$ cat src/rtl/jsesc_pkg.sv
// Shared types, constants and byte-classification functions of the
// JSON string escaper. No dependencies.
package jsesc_pkg;

   localparam int QUEUE_DEPTH = 4;
   localparam int QUEUE_AW    = $clog2(QUEUE_DEPTH);

   // characters used by the escapes
   localparam logic [7:0] CH_BSLASH = 8'h5C;
   localparam logic [7:0] CH_QUOTE  = 8'h22;
   localparam logic [7:0] CH_U      = 8'h75;
   localparam logic [7:0] CH_ZERO   = 8'h30;
   localparam logic [7:0] CH_LOWA   = 8'h61;

   // UTF-8 limits
   localparam logic [7:0] LEAD2_LO = 8'hC2;
   localparam logic [7:0] LEAD2_HI = 8'hDF;
   localparam logic [7:0] LEAD3_LO = 8'hE0;
   localparam logic [7:0] LEAD3_HI = 8'hEF;
   localparam logic [7:0] LEAD4_LO = 8'hF0;
   localparam logic [7:0] LEAD4_HI = 8'hF4;
   localparam logic [7:0] CONT_LO  = 8'h80;
   localparam logic [7:0] CONT_HI  = 8'hBF;
   localparam logic [7:0] LEAD_E0  = 8'hE0;
   localparam logic [7:0] LEAD_ED  = 8'hED;
   localparam logic [7:0] LEAD_F0  = 8'hF0;
   localparam logic [7:0] LEAD_F4  = 8'hF4;
   localparam logic [7:0] MIN_E0   = 8'hA0;
   localparam logic [7:0] MAX_ED   = 8'h9F;
   localparam logic [7:0] MIN_F0   = 8'h90;
   localparam logic [7:0] MAX_F4   = 8'h8F;

   // replacement text \uFFFD, first character at index 0
   localparam logic [5:0][7:0] REPL_BYTES = {8'h44, 8'h46, 8'h46, 8'h46, 8'h75, 8'h5C};
   localparam logic [2:0]      REPL_LAST  = 3'd5;

   typedef struct packed {
      logic [7:0] in_byte;
      logic       in_last;
   } req_type;

   typedef struct packed {
      logic [7:0] out_byte;
      logic       run_last;
      logic       string_end;
   } rsp_type;

   // literal bytes that follow the replacements of one command
   typedef struct packed {
      logic [2:0]      len;
      logic [5:0][7:0] bytes;
   } tail_type;

   // one command: repl_cnt replacements, then the tail
   typedef struct packed {
      logic [2:0] repl_cnt;
      tail_type   tail;
      logic       last;
   } cmd_type;

   function automatic logic [2:0] seq_len(input logic [7:0] lead);
      logic [2:0] len;
      len = 3'd0;
      if (lead >= LEAD2_LO && lead <= LEAD2_HI) len = 3'd2;
      else if (lead >= LEAD3_LO && lead <= LEAD3_HI) len = 3'd3;
      else if (lead >= LEAD4_LO && lead <= LEAD4_HI) len = 3'd4;
      return len;
   endfunction

   function automatic logic cont_ok(input logic [7:0] lead, input logic [1:0] pos,
                                    input logic [7:0] c);
      logic ok;
      ok = (c >= CONT_LO) && (c <= CONT_HI);
      if (pos == 2'd1) begin
         if (lead == LEAD_E0 && c < MIN_E0) ok = 1'b0;
         if (lead == LEAD_ED && c > MAX_ED) ok = 1'b0;
         if (lead == LEAD_F0 && c < MIN_F0) ok = 1'b0;
         if (lead == LEAD_F4 && c > MAX_F4) ok = 1'b0;
      end
      return ok;
   endfunction

   function automatic logic [7:0] hex_digit(input logic [3:0] n);
      logic [7:0] d;
      if (n < 4'd10) d = CH_ZERO + {4'd0, n};
      else d = CH_LOWA + {4'd0, n} - 8'd10;
      return d;
   endfunction

   // escape of a byte taken while nothing is held; zero length for 0x80 and up
   function automatic tail_type fresh_tail(input logic [7:0] c);
      tail_type t;
      t = '0;
      t.bytes[0] = CH_BSLASH;
      case (c)
         8'h22: begin t.len = 3'd2; t.bytes[1] = CH_QUOTE;  end
         8'h5C: begin t.len = 3'd2; t.bytes[1] = CH_BSLASH; end
         8'h08: begin t.len = 3'd2; t.bytes[1] = 8'h62;     end
         8'h0C: begin t.len = 3'd2; t.bytes[1] = 8'h66;     end
         8'h0A: begin t.len = 3'd2; t.bytes[1] = 8'h6E;     end
         8'h0D: begin t.len = 3'd2; t.bytes[1] = 8'h72;     end
         8'h09: begin t.len = 3'd2; t.bytes[1] = 8'h74;     end
         default: begin
            if (c < 8'h20) begin
               t.len      = 3'd6;
               t.bytes[1] = CH_U;
               t.bytes[2] = CH_ZERO;
               t.bytes[3] = CH_ZERO;
               t.bytes[4] = hex_digit(c[7:4]);
               t.bytes[5] = hex_digit(c[3:0]);
            end else if (c < 8'h80) begin
               t.len      = 3'd1;
               t.bytes[0] = c;
            end
         end
      endcase
      return t;
   endfunction

endpackage

$ cat src/rtl/jsesc_front.sv
// Front end: accepts raw string bytes, tracks held UTF-8 bytes and turns
// each byte into at most one output command. Depends on jsesc_pkg.
module jsesc_front
   import jsesc_pkg::*;
(
   input  logic    clock,
   input  logic    reset,
   input  logic    accept,
   input  req_type req_data,
   output logic    cmd_push,
   output cmd_type cmd
);

   logic [1:0]      held_count_ff, held_count_in;
   logic [2:0][7:0] held_ff, held_in;

   logic [7:0] c;
   logic [2:0] cnt3;
   logic [2:0] lead_len;
   logic       hold;
   logic       ok;
   logic       complete;
   tail_type   fresh;

   assign c        = req_data.in_byte;
   assign cnt3     = {1'b0, held_count_ff};
   assign lead_len = seq_len(held_ff[0]);
   assign hold     = held_count_ff != 2'd0;
   assign ok       = hold && cont_ok(held_ff[0], held_count_ff, c);
   assign complete = ok && ((cnt3 + 3'd1) >= lead_len);
   assign fresh    = fresh_tail(c);

   // classify the byte against the held sequence
   always_comb begin
      cmd           = '0;
      cmd.last      = req_data.in_last;
      held_in       = held_ff;
      held_count_in = 2'd0;
      if (ok && !complete) begin
         held_in[held_count_ff] = c;
         if (req_data.in_last) begin
            cmd.repl_cnt = cnt3 + 3'd1;
         end else begin
            held_count_in = held_count_ff + 2'd1;
         end
      end else if (complete) begin
         cmd.tail.len      = cnt3 + 3'd1;
         cmd.tail.bytes[0] = held_ff[0];
         cmd.tail.bytes[1] = (held_count_ff >= 2'd2) ? held_ff[1] : c;
         cmd.tail.bytes[2] = (held_count_ff == 2'd3) ? held_ff[2] : c;
         cmd.tail.bytes[3] = c;
      end else begin
         // flush what is held, then take the byte fresh
         cmd.repl_cnt = cnt3;
         if (seq_len(c) != 3'd0) begin
            held_in[0] = c;
            if (req_data.in_last) begin
               cmd.repl_cnt = cnt3 + 3'd1;
            end else begin
               held_count_in = 2'd1;
            end
         end else if (fresh.len == 3'd0) begin
            cmd.repl_cnt = cnt3 + 3'd1;
         end else begin
            cmd.tail = fresh;
         end
      end
   end

   // drop commands that produce no output
   assign cmd_push = accept && ((cmd.repl_cnt != 3'd0) || (cmd.tail.len != 3'd0));

   always_ff @(posedge clock) begin
      if (reset) begin
         held_count_ff <= 2'd0;
      end else if (accept) begin
         held_count_ff <= held_count_in;
      end
   end

   always_ff @(posedge clock) begin
      if (accept) begin
         held_ff <= held_in;
      end
   end

endmodule

$ cat src/rtl/jsesc_queue.sv
// Short command queue between the front and back ends.
// Depends on jsesc_pkg for the command type and depth.
module jsesc_queue
   import jsesc_pkg::*;
(
   input  logic    clock,
   input  logic    reset,
   input  logic    push,
   input  cmd_type push_data,
   input  logic    pop,
   output cmd_type head,
   output logic    full,
   output logic    empty
);

   cmd_type [QUEUE_DEPTH-1:0] entry_ff;
   logic [QUEUE_AW-1:0]       wr_ptr_ff, wr_ptr_in;
   logic [QUEUE_AW-1:0]       rd_ptr_ff, rd_ptr_in;
   logic [QUEUE_AW:0]         count_ff, count_in;
   logic                      do_push, do_pop;

   assign full    = count_ff == (QUEUE_AW+1)'(QUEUE_DEPTH);
   assign empty   = count_ff == '0;
   assign do_push = push && !full;
   assign do_pop  = pop && !empty;
   assign head    = entry_ff[rd_ptr_ff];

   // advance pointers and count
   always_comb begin
      wr_ptr_in = do_push ? wr_ptr_ff + QUEUE_AW'(1) : wr_ptr_ff;
      rd_ptr_in = do_pop  ? rd_ptr_ff + QUEUE_AW'(1) : rd_ptr_ff;
      count_in  = count_ff;
      if (do_push && !do_pop) count_in = count_ff + (QUEUE_AW+1)'(1);
      else if (do_pop && !do_push) count_in = count_ff - (QUEUE_AW+1)'(1);
   end

   always_ff @(posedge clock) begin
      if (reset) begin
         wr_ptr_ff <= '0;
         rd_ptr_ff <= '0;
         count_ff  <= '0;
      end else begin
         wr_ptr_ff <= wr_ptr_in;
         rd_ptr_ff <= rd_ptr_in;
         count_ff  <= count_in;
      end
   end

   always_ff @(posedge clock) begin
      if (do_push) begin
         entry_ff[wr_ptr_ff] <= push_data;
      end
   end

endmodule

$ cat src/rtl/jsesc_back.sv
// Back end: expands one command at a time into output words, one word
// per cycle while rsp_pop takes them. Depends on jsesc_pkg.
module jsesc_back
   import jsesc_pkg::*;
(
   input  logic    clock,
   input  logic    reset,
   input  cmd_type head,
   input  logic    head_empty,
   output logic    head_pop,
   output logic    rsp_empty,
   input  logic    rsp_pop,
   output rsp_type rsp_data
);

   cmd_type    cur_ff;
   logic       cur_valid_ff, cur_valid_in;
   logic [2:0] repl_left_ff, repl_left_in;
   logic [2:0] sub_ff, sub_in;
   logic       in_repl;
   logic       word_last;
   logic       load;

   assign in_repl = repl_left_ff != 3'd0;

   // pick the current word and see whether it ends the command
   always_comb begin
      if (in_repl) begin
         rsp_data.out_byte = REPL_BYTES[sub_ff];
         word_last = (repl_left_ff == 3'd1) && (sub_ff == REPL_LAST)
                     && (cur_ff.tail.len == 3'd0);
      end else begin
         rsp_data.out_byte = cur_ff.tail.bytes[sub_ff];
         word_last = sub_ff == (cur_ff.tail.len - 3'd1);
      end
      rsp_data.run_last   = word_last;
      rsp_data.string_end = word_last && cur_ff.last;
   end

   assign rsp_empty = !cur_valid_ff;
   assign load      = !cur_valid_ff || (rsp_pop && word_last);
   assign head_pop  = load && !head_empty;

   // advance within the command, or take the next one
   always_comb begin
      cur_valid_in = cur_valid_ff;
      repl_left_in = repl_left_ff;
      sub_in       = sub_ff;
      if (load) begin
         cur_valid_in = !head_empty;
         repl_left_in = head.repl_cnt;
         sub_in       = 3'd0;
      end else if (rsp_pop) begin
         if (in_repl && sub_ff == REPL_LAST) begin
            sub_in       = 3'd0;
            repl_left_in = repl_left_ff - 3'd1;
         end else begin
            sub_in = sub_ff + 3'd1;
         end
      end
   end

   always_ff @(posedge clock) begin
      if (reset) begin
         cur_valid_ff <= 1'b0;
         repl_left_ff <= 3'd0;
         sub_ff       <= 3'd0;
      end else begin
         cur_valid_ff <= cur_valid_in;
         repl_left_ff <= repl_left_in;
         sub_ff       <= sub_in;
      end
   end

   always_ff @(posedge clock) begin
      if (head_pop) begin
         cur_ff <= head;
      end
   end

endmodule

$ cat src/rtl/json_string_escape_utf8_check.sv
// JSON string escaper with UTF-8 validation.
//
// Request channel (queue style): present one raw string byte on req_data
// with req_push; the word is taken on an edge where req_full is low.
// req_data.in_last marks the last byte of a string.
// Result channel: while rsp_empty is low, rsp_data holds the oldest output
// byte; rsp_pop takes it. run_last marks the final word produced by one
// input byte, string_end the final word of the whole string.
// A byte that only joins a held UTF-8 sequence produces no words.
// When the back end is idle, the command for a byte is written into the
// command queue at the edge that takes the byte, then loaded into the back
// end, where its first word waits for rsp_pop. Throughput: one input byte
// per cycle while req_full is low and one output word per cycle while
// rsp_pop takes them; a byte can expand into up to 24 words, and the
// four-entry command queue absorbs the difference before req_full rises.
// Reset clears the held sequence, the queue and the output stage.
// A stalled receiver holds the current word; the front keeps accepting
// until the command queue fills.
// Depends on jsesc_pkg, jsesc_front, jsesc_queue and jsesc_back.
module json_string_escape_utf8_check
   import jsesc_pkg::*;
(
   input  logic    clock,
   input  logic    reset,
   input  logic    req_push,
   output logic    req_full,
   input  req_type req_data,
   output logic    rsp_empty,
   input  logic    rsp_pop,
   output rsp_type rsp_data
);

   logic    accept;
   logic    cmd_push;
   cmd_type cmd;
   cmd_type head;
   logic    head_pop;
   logic    head_empty;

   assign accept = req_push && !req_full;

   jsesc_front u_front (
      .clock    (clock),
      .reset    (reset),
      .accept   (accept),
      .req_data (req_data),
      .cmd_push (cmd_push),
      .cmd      (cmd)
   );

   jsesc_queue u_queue (
      .clock     (clock),
      .reset     (reset),
      .push      (cmd_push),
      .push_data (cmd),
      .pop       (head_pop),
      .head      (head),
      .full      (req_full),
      .empty     (head_empty)
   );

   jsesc_back u_back (
      .clock      (clock),
      .reset      (reset),
      .head       (head),
      .head_empty (head_empty),
      .head_pop   (head_pop),
      .rsp_empty  (rsp_empty),
      .rsp_pop    (rsp_pop),
      .rsp_data   (rsp_data)
   );

endmodule

$ cat config.mk
export PLATFORM = sky130hd
export DESIGN_NAME = json_string_escape_utf8_check
export DESIGN_NICKNAME = d
export VERILOG_FILES = /design/src/rtl/jsesc_pkg.sv /design/src/rtl/jsesc_front.sv /design/src/rtl/jsesc_queue.sv /design/src/rtl/jsesc_back.sv /design/src/rtl/json_string_escape_utf8_check.sv
export SDC_FILE = /design/constraint.sdc
export NUM_CORES = 1
export LEC_CHECK = 0
export BUFFER_PORTS_ARGS = -buffer_cell sky130_fd_sc_hd__buf_2
export CAP_MARGIN = 10
export CORE_MARGIN = 1
export CORE_UTILIZATION = 62
export DETAILED_ROUTE_END_ITERATION = 12
export GPL_TIMING_DRIVEN = 0
export PLACE_DENSITY = 0.79
export SLEW_MARGIN = 20
export SYNTH_ARGS = -nofsm -noshare
export SYNTH_HDL_FRONTEND = slang
export SYNTH_SLANG_ARGS = --single-unit
$ cat constraint.sdc
create_clock -name clock -period 5.43 [get_ports clock]
set_input_delay 0.2715 -clock clock [delete_from_list [all_inputs] [get_ports clock]]
set_output_delay 0.2715 -clock clock [all_outputs]
set_load 0.02 [all_outputs]
# Yosys cells after proc, flatten, opt, wreduce, memory -nomap -nowiden
# Memory sizes are Yosys's and may differ from the RTL's. A register that Yosys moved wholly into a read port is not among the register bits.
# Index checks and enable logic that the tools add are counted.
# totals
regBits,312
mem_count,1
out_inout_bits,12
in_bits,13
rom_bits,64
wordCells,238
# memory_table
name,words,width,read_ports,rd_clocked_by_memory_dff,wr,line_no,rtl
(name not given),8,8,1,1,0,jsesc_back.sv:29,rsp_data.out_byte = REPL_BYTES[sub_ff];
# classes
order_cmp,30
n_reduce_logical,53
add_sub_neg,15
eq_ne,18
mux,67
# op_table
cell,count
bitwise mux 220 bit,1
2-to-1 mux 51 bit,3
2-to-1 mux 8 bit,14
binary-select mux 55 bit (select 2 bit),1
demux 55 bit (select 2 bit),1
2-to-1 mux 55 bit,2
2-to-1 mux 3 bit,25
2-to-1 mux 32 bit,2
>= comparator 8 bit (second input constant),7
<= comparator 8 bit (second input constant),7
one-hot mux 8 bit (7 select lines),1
equality test 8 x 4 -> 1 bit (second input constant),5
2-to-1 mux 40 bit,1
equality test 8 bit (second input constant),4
logical AND 1 bit,28
binary-select mux 8 bit (select 3 bit),1
bitwise mux 24 bit,1
less-than comparator 8 bit (second input constant),3
adder 7 x 4 -> 8 bit (first input constant),2
demux 8 bit (select 2 bit),1
> comparator 8 bit (second input constant),2
2-to-1 mux 16 bit,1
subtractor 8 x 4 -> 8 bit (second input constant),2
adder 6 x 4 -> 7 bit (first input constant),2
30 further kinds,66

# Logic depth before layout (Yosys ltp)
# Gate-level depths: netlist of the first run.
# depth
depth_word,24
mapped_depth,16
ltp_nobuf,16

# By module
# From an unflattened synthesis of the first run, not the netlist that was laid out.
# unflattened
cells_unflattened,758
area_unflattened_um2,13295.3
# modules_own_cells
mod,cells_per_inst,seq_area_each_um2,n_inst,area_per_inst_um2
jsesc_queue,331,6746.5,1,8349.3
jsesc_back,168,1781.7,1,2658.8
jsesc_front,258,760.7,1,2273.4
json_string_escape_utf8_check,1,0.0,1,13.8

# Worst setup path before layout of the first run
# Ideal clock, no wire load.
# synth_timing
path_kind,reg2reg
startpoint,register u_front.held_count_ff[1]
endpoint,register u_queue.entry_ff[0] in the netlist's numbering (enable)
arrival_ps,3784
path_buffers,1
path_stages_with_launch,12
setup_ps,416
path_slack_ps,1230
synth_period_minus_slack_ps,4200
required_time_ps,5014
path_cell_list,dfxtp_1 -> clkbuf_1 -> inv_1 -> ha_1 -> ha_1 -> a21o_1 -> a31oi_1 -> and4_1 -> nand4_1 -> o211a_4 -> a31oi_4 -> and2_1
# synth_between
elab_chain_cells,11
word_cells_on_any_way,22
cone_classes,1 x add/sub; 1 x order compare; 1 x eq/ne; 9 x mux; 10 x reduce/logical
# synth_lines
item,line_no,rtl
from (decl),jsesc_front.sv:14,"logic [1:0] held_count_ff, held_count_in;"
from (signal assigned),jsesc_front.sv:77,held_count_ff <= held_count_in;
branches (longest 8 deep; another with adder 2 x 1 -> 3 bit),--,
logical OR 1 bit (*),jsesc_front.sv:71,assign cmd_push = accept && ((cmd.repl_cnt != 3'd0) || (cmd.tail.len != 3'd0));
logical AND 1 bit (*),jsesc_front.sv:71,
logical AND 1 bit (*),jsesc_queue.sv:24,assign do_push = push && !full;
named net u_queue.do_push,jsesc_queue.sv:20,"logic do_push, do_pop;"
"to (signal, indexed assignment)",jsesc_queue.sv:51,entry_ff[wr_ptr_ff] <= push_data;
to (decl),jsesc_queue.sv:16,cmd_type [QUEUE_DEPTH-1:0] entry_ff;
# Mark *: on every way through the listed nets, which the timed path passes.
# A chain may end at the register's enable or synchronous reset.

# Worst setup path after layout of the first run
# layout_timing
startpoint,register u_front.held_count_ff[1]
endpoint,register u_queue.count_ff[2]
# layout_between
elab_chain_cells,14
word_cells_on_any_way,27
cone_classes,1 x add/sub; 1 x order compare; 1 x eq/ne; 10 x mux; 14 x reduce/logical
# layout_lines
item,line_no,rtl
branches (longest 8 deep; another with adder 2 x 1 -> 3 bit),--,
logical OR 1 bit (*),jsesc_front.sv:71,
logical AND 1 bit (*),jsesc_front.sv:71,
logical AND 1 bit (*),jsesc_queue.sv:24,
named net u_queue.do_push,jsesc_queue.sv:20,
logical NOT 1 bit,jsesc_queue.sv:34,else if (do_pop && !do_push) count_in = count_ff - (QUEUE_AW+1)'(1);
logical AND 1 bit,jsesc_queue.sv:34,
nonzero test 2 bit (no source line),--,
to (signal assigned),jsesc_queue.sv:45,count_ff <= count_in;
to (decl),jsesc_queue.sv:19,"logic [QUEUE_AW:0] count_ff, count_in;"
# Marked as above.

==> impl_metrics.tcl, run 1 <==
set metrics [dict create \
    cp_max_fo 10 \
    htreeDepth 1 \
    wl_mm 28.5 \
    worstPathRequired_ns 5.90 \
    grtUsageMet2 0.476 \
    irDropWorstVdd_uv 276 \
    diodes 0 \
    leakage_nw 4.97 \
    path_cells "clkbuf_1, inv_1, ha_1, ha_1, a21o_1, a31oi_1, and4_1, nand4_1, o211a_4, a31oi_4, ha_1, inv_1, fa_1, xor2_1, or3_1, a21oi_1" \
    die_h_um 146 \
    synth_fa_ha_area_frac 0.0308 \
    synthTopCellsByArea "edfxtp_1 67%, mux4_2 11%, dfxtp_1 3.1%" \
    fin_nets 873 \
    dp_hpwl_mm 18.6 \
    synth_area_per_cell_um2 17.2 \
    grt-ovfl-total 0 \
    hold-worst-slack_ns 0.0339 \
    start_kind "register" \
    fmax_mhz 220 \
    muxShareOfSynthArea 0.128 \
    cp_common_cell "ha_1" \
    wire_per_inst_um 25.5 \
    grt.total_usage 0.276 \
    layout-drive-gt1-share 0.201 \
    grt_antenna_before_repair 0 \
    fin_crit_sh 0.838 \
    placed_area_um2 13500 \
    dieArea_um2 21300 \
    ant_nets 0 \
    synthXorXnorAreaFrac 0.00682 \
    drc 0 \
    coreArea_um2 20200 \
    fin_crit_ns 4.55 \
    synth-simple-area-share 0.0618 \
    crit_arrival_ns 5.02 \
    slew-limit-headroom 0.302 \
    fin_worst_skew_ns 0.0266 \
    grt_setup_unrepaired "false" \
    fin_area_um2 14500 \
    slowest_stage "clkbuf_1" \
    synth_seq_cells 306 \
    die_w_um 146 \
    syn_to_final_growth_pct 13.2 \
    synth-async-reset-ratio 0 \
    hp-class "in -> reg" \
    worst_pin_slew_ns 1.05 \
    grt_pass1_wl_mm 43.4 \
    grt_pass1_vias 7283 \
    synth_cell_types 63 \
    cts_setup_buffers 0 \
    clk_pin_slew_ns 0.06 \
    yosysSeqAreaShare 0.700 \
    rows 52 \
    numPortBuffers 22 \
    synth_compound_area_frac 0.0493 \
    ctsRootBufferMaster "clkbuf_16" \
    fin_tns_setup_ns 0 \
    synth_top_flop_cell "edfxtp_1" \
    globalRouteMet1Util 0.378 \
    io_pins 25 \
    yosysTopAreaCell "edfxtp_1" \
    path_buf_inv 3 \
    power.density_nw_per_um2 471 \
    netlist.area_leader.share 0.669 \
    yosysWarnings 0 \
    synth_top_family_by_area "multiplexers" \
    top_usage_layer "met2" \
    report.final.setup_viol 0 \
    synth_common_cells "286 x edfxtp_1, 61 x mux4_2, 54 x nor2_1, 30 x ha_1" \
    routed_via_density 6.35 \
    grt_max_degree 47 \
    syn-cell-area_um2 12800 \
    cts-buffers-inserted 30 \
    path_class "reg -> reg" \
    cp-end-kind "register" \
    synth_edf_count 286 \
    status "finished, final reports clean" \
    maxCapViolations 0 \
    cts_tree "yes" \
    dr.pass1.iters 5 \
    hold_violations 0 \
    cpPeakStageDelay_ns 0.56 \
    vias 7117 \
    start_util 0.634 \
    clock_insertion_delay_worst_skew_ns 0.56 \
    gp_congestion 0.928 \
    critPathTopFamily "adder cells" \
    synth_cells 747 \
    cts.sinks 306 \
    yosysMostFrequentCell "edfxtp_1" \
    first_iter_violations 754 \
    use_met3 0.0395 \
    slew_violations 0 \
    clockBufferDepth 3 \
]
## layer usage
| layer | wire, µm | part of all wire | vias to the layer above |
|---|---|---|---|
| met3 | 1990 | 0.070 | 42 |
| met5 | 0 | 0 | - |
| li1 | - | - | 3076 |
| met4 | 447 | 0.016 | 0 |
| met2 | 14700 | 0.52 | 331 |
| met1 | 11400 | 0.40 | 3668 |
## layout by cell type, fill, tap and decap left out, types with 7 or more instances in the layout
| cell | synthesis | routed |
|---|---|---|
| mux4_2 | 61 | 61 |
| and3_1 | 9 | 9 |
| nand4_1 | 11 | 11 |
| o21ai_0 | 19 | 19 |
| mux2i_1 | 19 | 19 |
| ha_1 | 30 | 30 |
| a21oi_1 | 21 | 21 |
| nor2_1 | 54 | 54 |
| clkbuf_1 | 18 | 22 |
| mux2_2 | 7 | 7 |
| buf_2 | 10 | 32 |
| nor3_1 | 13 | 12 |
| nand2_1 | 29 | 29 |
| conb_1 | 1 | 20 |
| clkbuf_16 | 0 | 30 |
| dfxtp_1 | 20 | 20 |
| edfxtp_1 | 286 | 286 |
| clkinv_1 | 1 | 7 |
| inv_1 | 29 | 28 |
## layout make-up
class                      count  area (µm²)
sequential                   306        8990
fill                        1180        5710
multi-input combinational    391        3650
clock buffer                  39         835
tap                          270         338
timing repair buffer          31         265
buffer                        37         170
clock inverter                15         163
inverter                      32         120
## report_power, final
group	leakage [nW]	total (W)	switching, W	internal [W]
clock network	0.481	0.00207	0.000849	0.00122
registers	2.85	0.00326	0.000151	0.00311
logic	1.65	0.00152	0.000894	0.000622
total	4.97	0.00685	0.00189	0.00495
## kinds of logic (layout without fill, tap and decap cells)
group                    after synthesis  count (layout)
buffers and inverters                 69             154
multiplexers                          87              87
other                                  1              20
adder cells (fa/ha/maj)               31              31
AO/OA/AOI/OAI                         84              84
AND/OR/NAND/NOR                      159             159
flip-flops                           306             306
XOR/XNOR                              10              10
## metrics by stage
stage	total power, W	util	std cells	setup slack [ns]
after floorplan	0.00427	-	766	1.23
after global placement	0.00466	0.660	1058	-0.232
after detailed placement	0.00478	0.666	1063	1.00
after CTS	0.00688	0.718	1121	0.888
after global routing	0.00708	0.718	1121	0.614
final	0.00685	0.718	1121	0.879
## final timing paths
kind                                          startpoint                  end  slack (ns)  cells past startpoint
worst max-delay path            u_front.held_count_ff[1]  u_queue.count_ff[2]        0.88                     16
worst min-delay path                         req_data[7]  u_front.held_ff[14]        0.03                      1
worst max register to register  u_front.held_count_ff[1]  u_queue.count_ff[2]        0.88                     16
worst min register to register       u_queue.count_ff[2]  u_queue.count_ff[2]        0.58                      2
## registers in the layout, summed over array words and instances (netlist names), named ones only
signal / count
u_back.sub_ff: 3
u_front.held_ff: 24
u_back.repl_left_ff: 3
u_queue.count_ff: 3
u_queue.wr_ptr_ff: 2
u_back.cur_valid_ff: 1
u_back.cur_ff: 50
u_front.held_count_ff: 2
u_queue.rd_ptr_ff: 2
u_queue.entry_ff: 212
## what timing repair did
item                                    CTS  global route
endpoints found under the hold margin     8             0
resized for setup                         0             0
endpoints found under the setup margin    0             0
hold buffers                              4             0
Power figures use the tool's default switching activity.
==> run 2, diff against run 1 <==
--- a/config.mk
+++ b/config.mk
@@ -5,13 +5,14 @@
 export SDC_FILE = /design/constraint.sdc
 export NUM_CORES = 1
 export LEC_CHECK = 0
+export ABC_AREA = 1
 export BUFFER_PORTS_ARGS = -buffer_cell sky130_fd_sc_hd__buf_2
 export CAP_MARGIN = 10
 export CORE_MARGIN = 1
-export CORE_UTILIZATION = 62
+export CORE_UTILIZATION = 56
 export DETAILED_ROUTE_END_ITERATION = 12
 export GPL_TIMING_DRIVEN = 0
-export PLACE_DENSITY = 0.79
+export PLACE_DENSITY = 0.75
 export SLEW_MARGIN = 20
 export SYNTH_ARGS = -nofsm -noshare
 export SYNTH_HDL_FRONTEND = slang
==> constraint.sdc (replaced) <==
create_clock -name clock -period 4.1 [get_ports clock]
set_input_delay 0.205 -clock clock [delete_from_list [all_inputs] [get_ports clock]]
set_output_delay 0.205 -clock clock [all_outputs]
set_load 0.02 [all_outputs]
==> impl_metrics.tcl, run 2 <==
set metrics [dict create \
    synth_area_per_cell_um2 11.7 \
    largest_reg_flops 212 \
    path_class "reg -> reg" \
    synth_cells 1116 \
    io_pins 25 \
    vias 8903 \
    top_regs "u_queue.entry_ff x212, u_back.cur_ff x50, u_front.held_ff x24" \
    netlist.area_leader.share 0.657 \
    wl_met1_mm 12.9 \
    layout-drive-gt1-share 0.111 \
    wl_met2_mm 15.3 \
    cts.sinks 306 \
    cts_tree "yes" \
    hold_violations 0 \
    numPortBuffers 24 \
    fin_nets 1259 \
    syn_to_final_growth_pct 16.1 \
    layout_common_cells "286 x edfxtp_1, 187 x nor2_1, 170 x o21ai_0" \
    dr.pass1.iters 7 \
    slew-limit-headroom 0.426 \
    irDropWorstVdd_uv 423 \
    coreArea_um2 22800 \
    die_h_um 155 \
    syn-cell-area_um2 13100 \
    power.density_nw_per_um2 648 \
    cp-end-kind "register" \
    fin_area_um2 15200 \
    start_util 0.573 \
    synth_cell_types 44 \
    gp_congestion 0.923 \
    yosysWarnings 0 \
    dp_cells 1484 \
    grt-ovfl-total 0 \
    hold-worst-slack_ns 0.0332 \
    rows 55 \
    fin_crit_sh 0.918 \
    synth_seq_cells 306 \
    wire_per_inst_um 20.1 \
    ant_nets 0 \
    synth_common_cells "286 x edfxtp_1, 188 x nor2_1, 170 x o21ai_0, 87 x nand2_1, 86 x inv_1" \
    grt_setup_unrepaired "false" \
    routed_via_density 5.73 \
    drc 0 \
    yosysMostFrequentCell "edfxtp_1" \
    synth-async-reset-ratio 0 \
    clk_pin_slew_ns 0.06 \
    fin_worst_skew_ns 0.0123 \
    slew_violations 0 \
    worst_pin_slew_ns 0.861 \
    yosysSeqAreaShare 0.688 \
    grt_pass1_vias 8278 \
    grt_max_degree 34 \
    fin_crit_ns 3.76 \
    status "finished, final reports clean" \
    synth_top_flop_cell "edfxtp_1" \
    regMostFlops "u_queue.entry_ff" \
    die_w_um 155 \
    dp_hpwl_mm 20.8 \
    final_cells 1553 \
    cp_max_fo 5 \
    diodes 0 \
    clock_insertion_delay_worst_skew_ns 0.56 \
    yosysTopAreaCell "edfxtp_1" \
    dieArea_um2 23900 \
    dr_wl_met3_mm 2.33 \
    start_kind "register" \
    grt_antenna_before_repair 0 \
    placed_area_um2 14000 \
    worstPathRequired_ns 4.53 \
    report.final.setup_viol 0 \
    final_common_cell "edfxtp_1" \
    leakage_nw 5.56 \
    ctsRootBufferMaster "clkbuf_16" \
    synth_edf_count 286 \
    cts-buffers-inserted 31 \
    htreeDepth 1 \
    crit_arrival_ns 4.20 \
    grt_pass1_wl_mm 46.9 \
    synthTopCellsByArea "edfxtp_1 66%, o21ai_0 6.5%, nor2_1 5.4%" \
    hp-class "in -> reg" \
    fmax_mhz 266 \
    maxCapViolations 0 \
    fin_util 0.666 \
    wl_mm 31.2 \
    clockBufferDepth 3 \
    first_iter_violations 980 \
    grt.total_usage 0.261 \
    top_layer_used "met4" \
]
==> run 2: cell count changes after synthesis, moves of 8 or more <==
cell      delta
inv_1       +57
and3_1       -9
clkbuf_1    +24
nand2_2     +12
nand2_1     +58
nor2_1     +134
o22ai_1     +61
mux4_2      -61
nand3_1      +9
and2_1       -8
o21ai_0    +151
mux2i_1     -18
==> run 2: worst paths after layout <==
path	startpoint	to	slack (ns)	cells after the start
hold reg to reg	u_queue.count_ff[1]	u_queue.count_ff[1]	0.50	2
hold / removal	req_data[1]	u_front.held_ff[8]	0.03	1
setup / recovery	u_front.held_ff[6]	u_queue.count_ff[2]	0.34	24
setup reg to reg	u_front.held_ff[6]	u_queue.count_ff[2]	0.34	24
==> run 2: layout make-up <==
class	instances	area (µm²)
repair buffers	48	531
clock buffers	32	779
fillers	1649	7620
clock inverters	26	288
plain buffers	52	215
multi-input cells	683	3610
well taps	313	392
flip-flops and latches	306	8990
inverters	93	353
==> run 2: worst max-delay path, cell delays in order, from the launching register on <==
cell and delay, ns:
edfxtp_1 0.37, nand2_1 0.06, inv_1 0.07, nand2_1 0.07, nor2_1 0.18, nand2_1 0.09, ha_1 0.32, a21oi_1 0.13
o21ai_0 0.11, a31oi_2 0.23, inv_1 0.15, nand3_4 0.14, nand2_2 0.07, nor2_4 0.17, nor2_4 0.05, nand3_4 0.10
nand2_2 0.16, inv_1 0.10, ha_1 0.15, inv_1 0.07, fa_1 0.38, a21oi_1 0.15, o21ai_0 0.12, o21ai_0 0.16
a21oi_1 0.05
==> run 2: report_power, final <==
part | total [W] | switching (W) | internal [W] | leakage (nW)
clock | 0.00292 | 0.00116 | 0.00176 | 0.517
sequential | 0.00438 | 0.000225 | 0.00416 | 2.77
combinational | 0.00252 | 0.00180 | 0.000727 | 2.27
total | 0.00982 | 0.00318 | 0.00664 | 5.56
==> run 2: cells by family after synthesis <==
logic type	count (synthesis)	share of synthesized area
mux	1	0.000766
xor+xnor	6	0.00402
buf+inv	146	0.0435
other cells	1	0.000287
compound gates	283	0.118
simple gates	342	0.115
fa+ha+maj	31	0.0303
flops	306	0.688
==> run 2: metal layers <==
metal,vias to the layer above,global-route usage
met2,383,0.434
met3,55,0.0364
met5,-,0
li1,4162,-
met4,0,0.0702
met1,4303,0.364
==> run 2: repair_timing <==
item / 4_1_cts / 5_1_grt
buffers inserted: 2 / 2
pin swaps: 1 / 0
hold endpoints to repair: 20 / 0
hold buffers: 8 / 0
endpoints found under the setup margin: 84 / 18
resized for setup: 2 / 7
==> run 2: metrics by stage <==
step / power [W] / worst slack (ns) / setup TNS (ns)
final: 0.00982 / 0.337 / 0
after global placement: 0.00673 / -1.89 / -386.71
after floorplan: 0.00586 / -0.165 / -34.99
after detailed placement: 0.00691 / -0.359 / -13.89
after global routing: 0.0102 / 0.000250 / 0
after CTS: 0.00983 / 0.0489 / 0
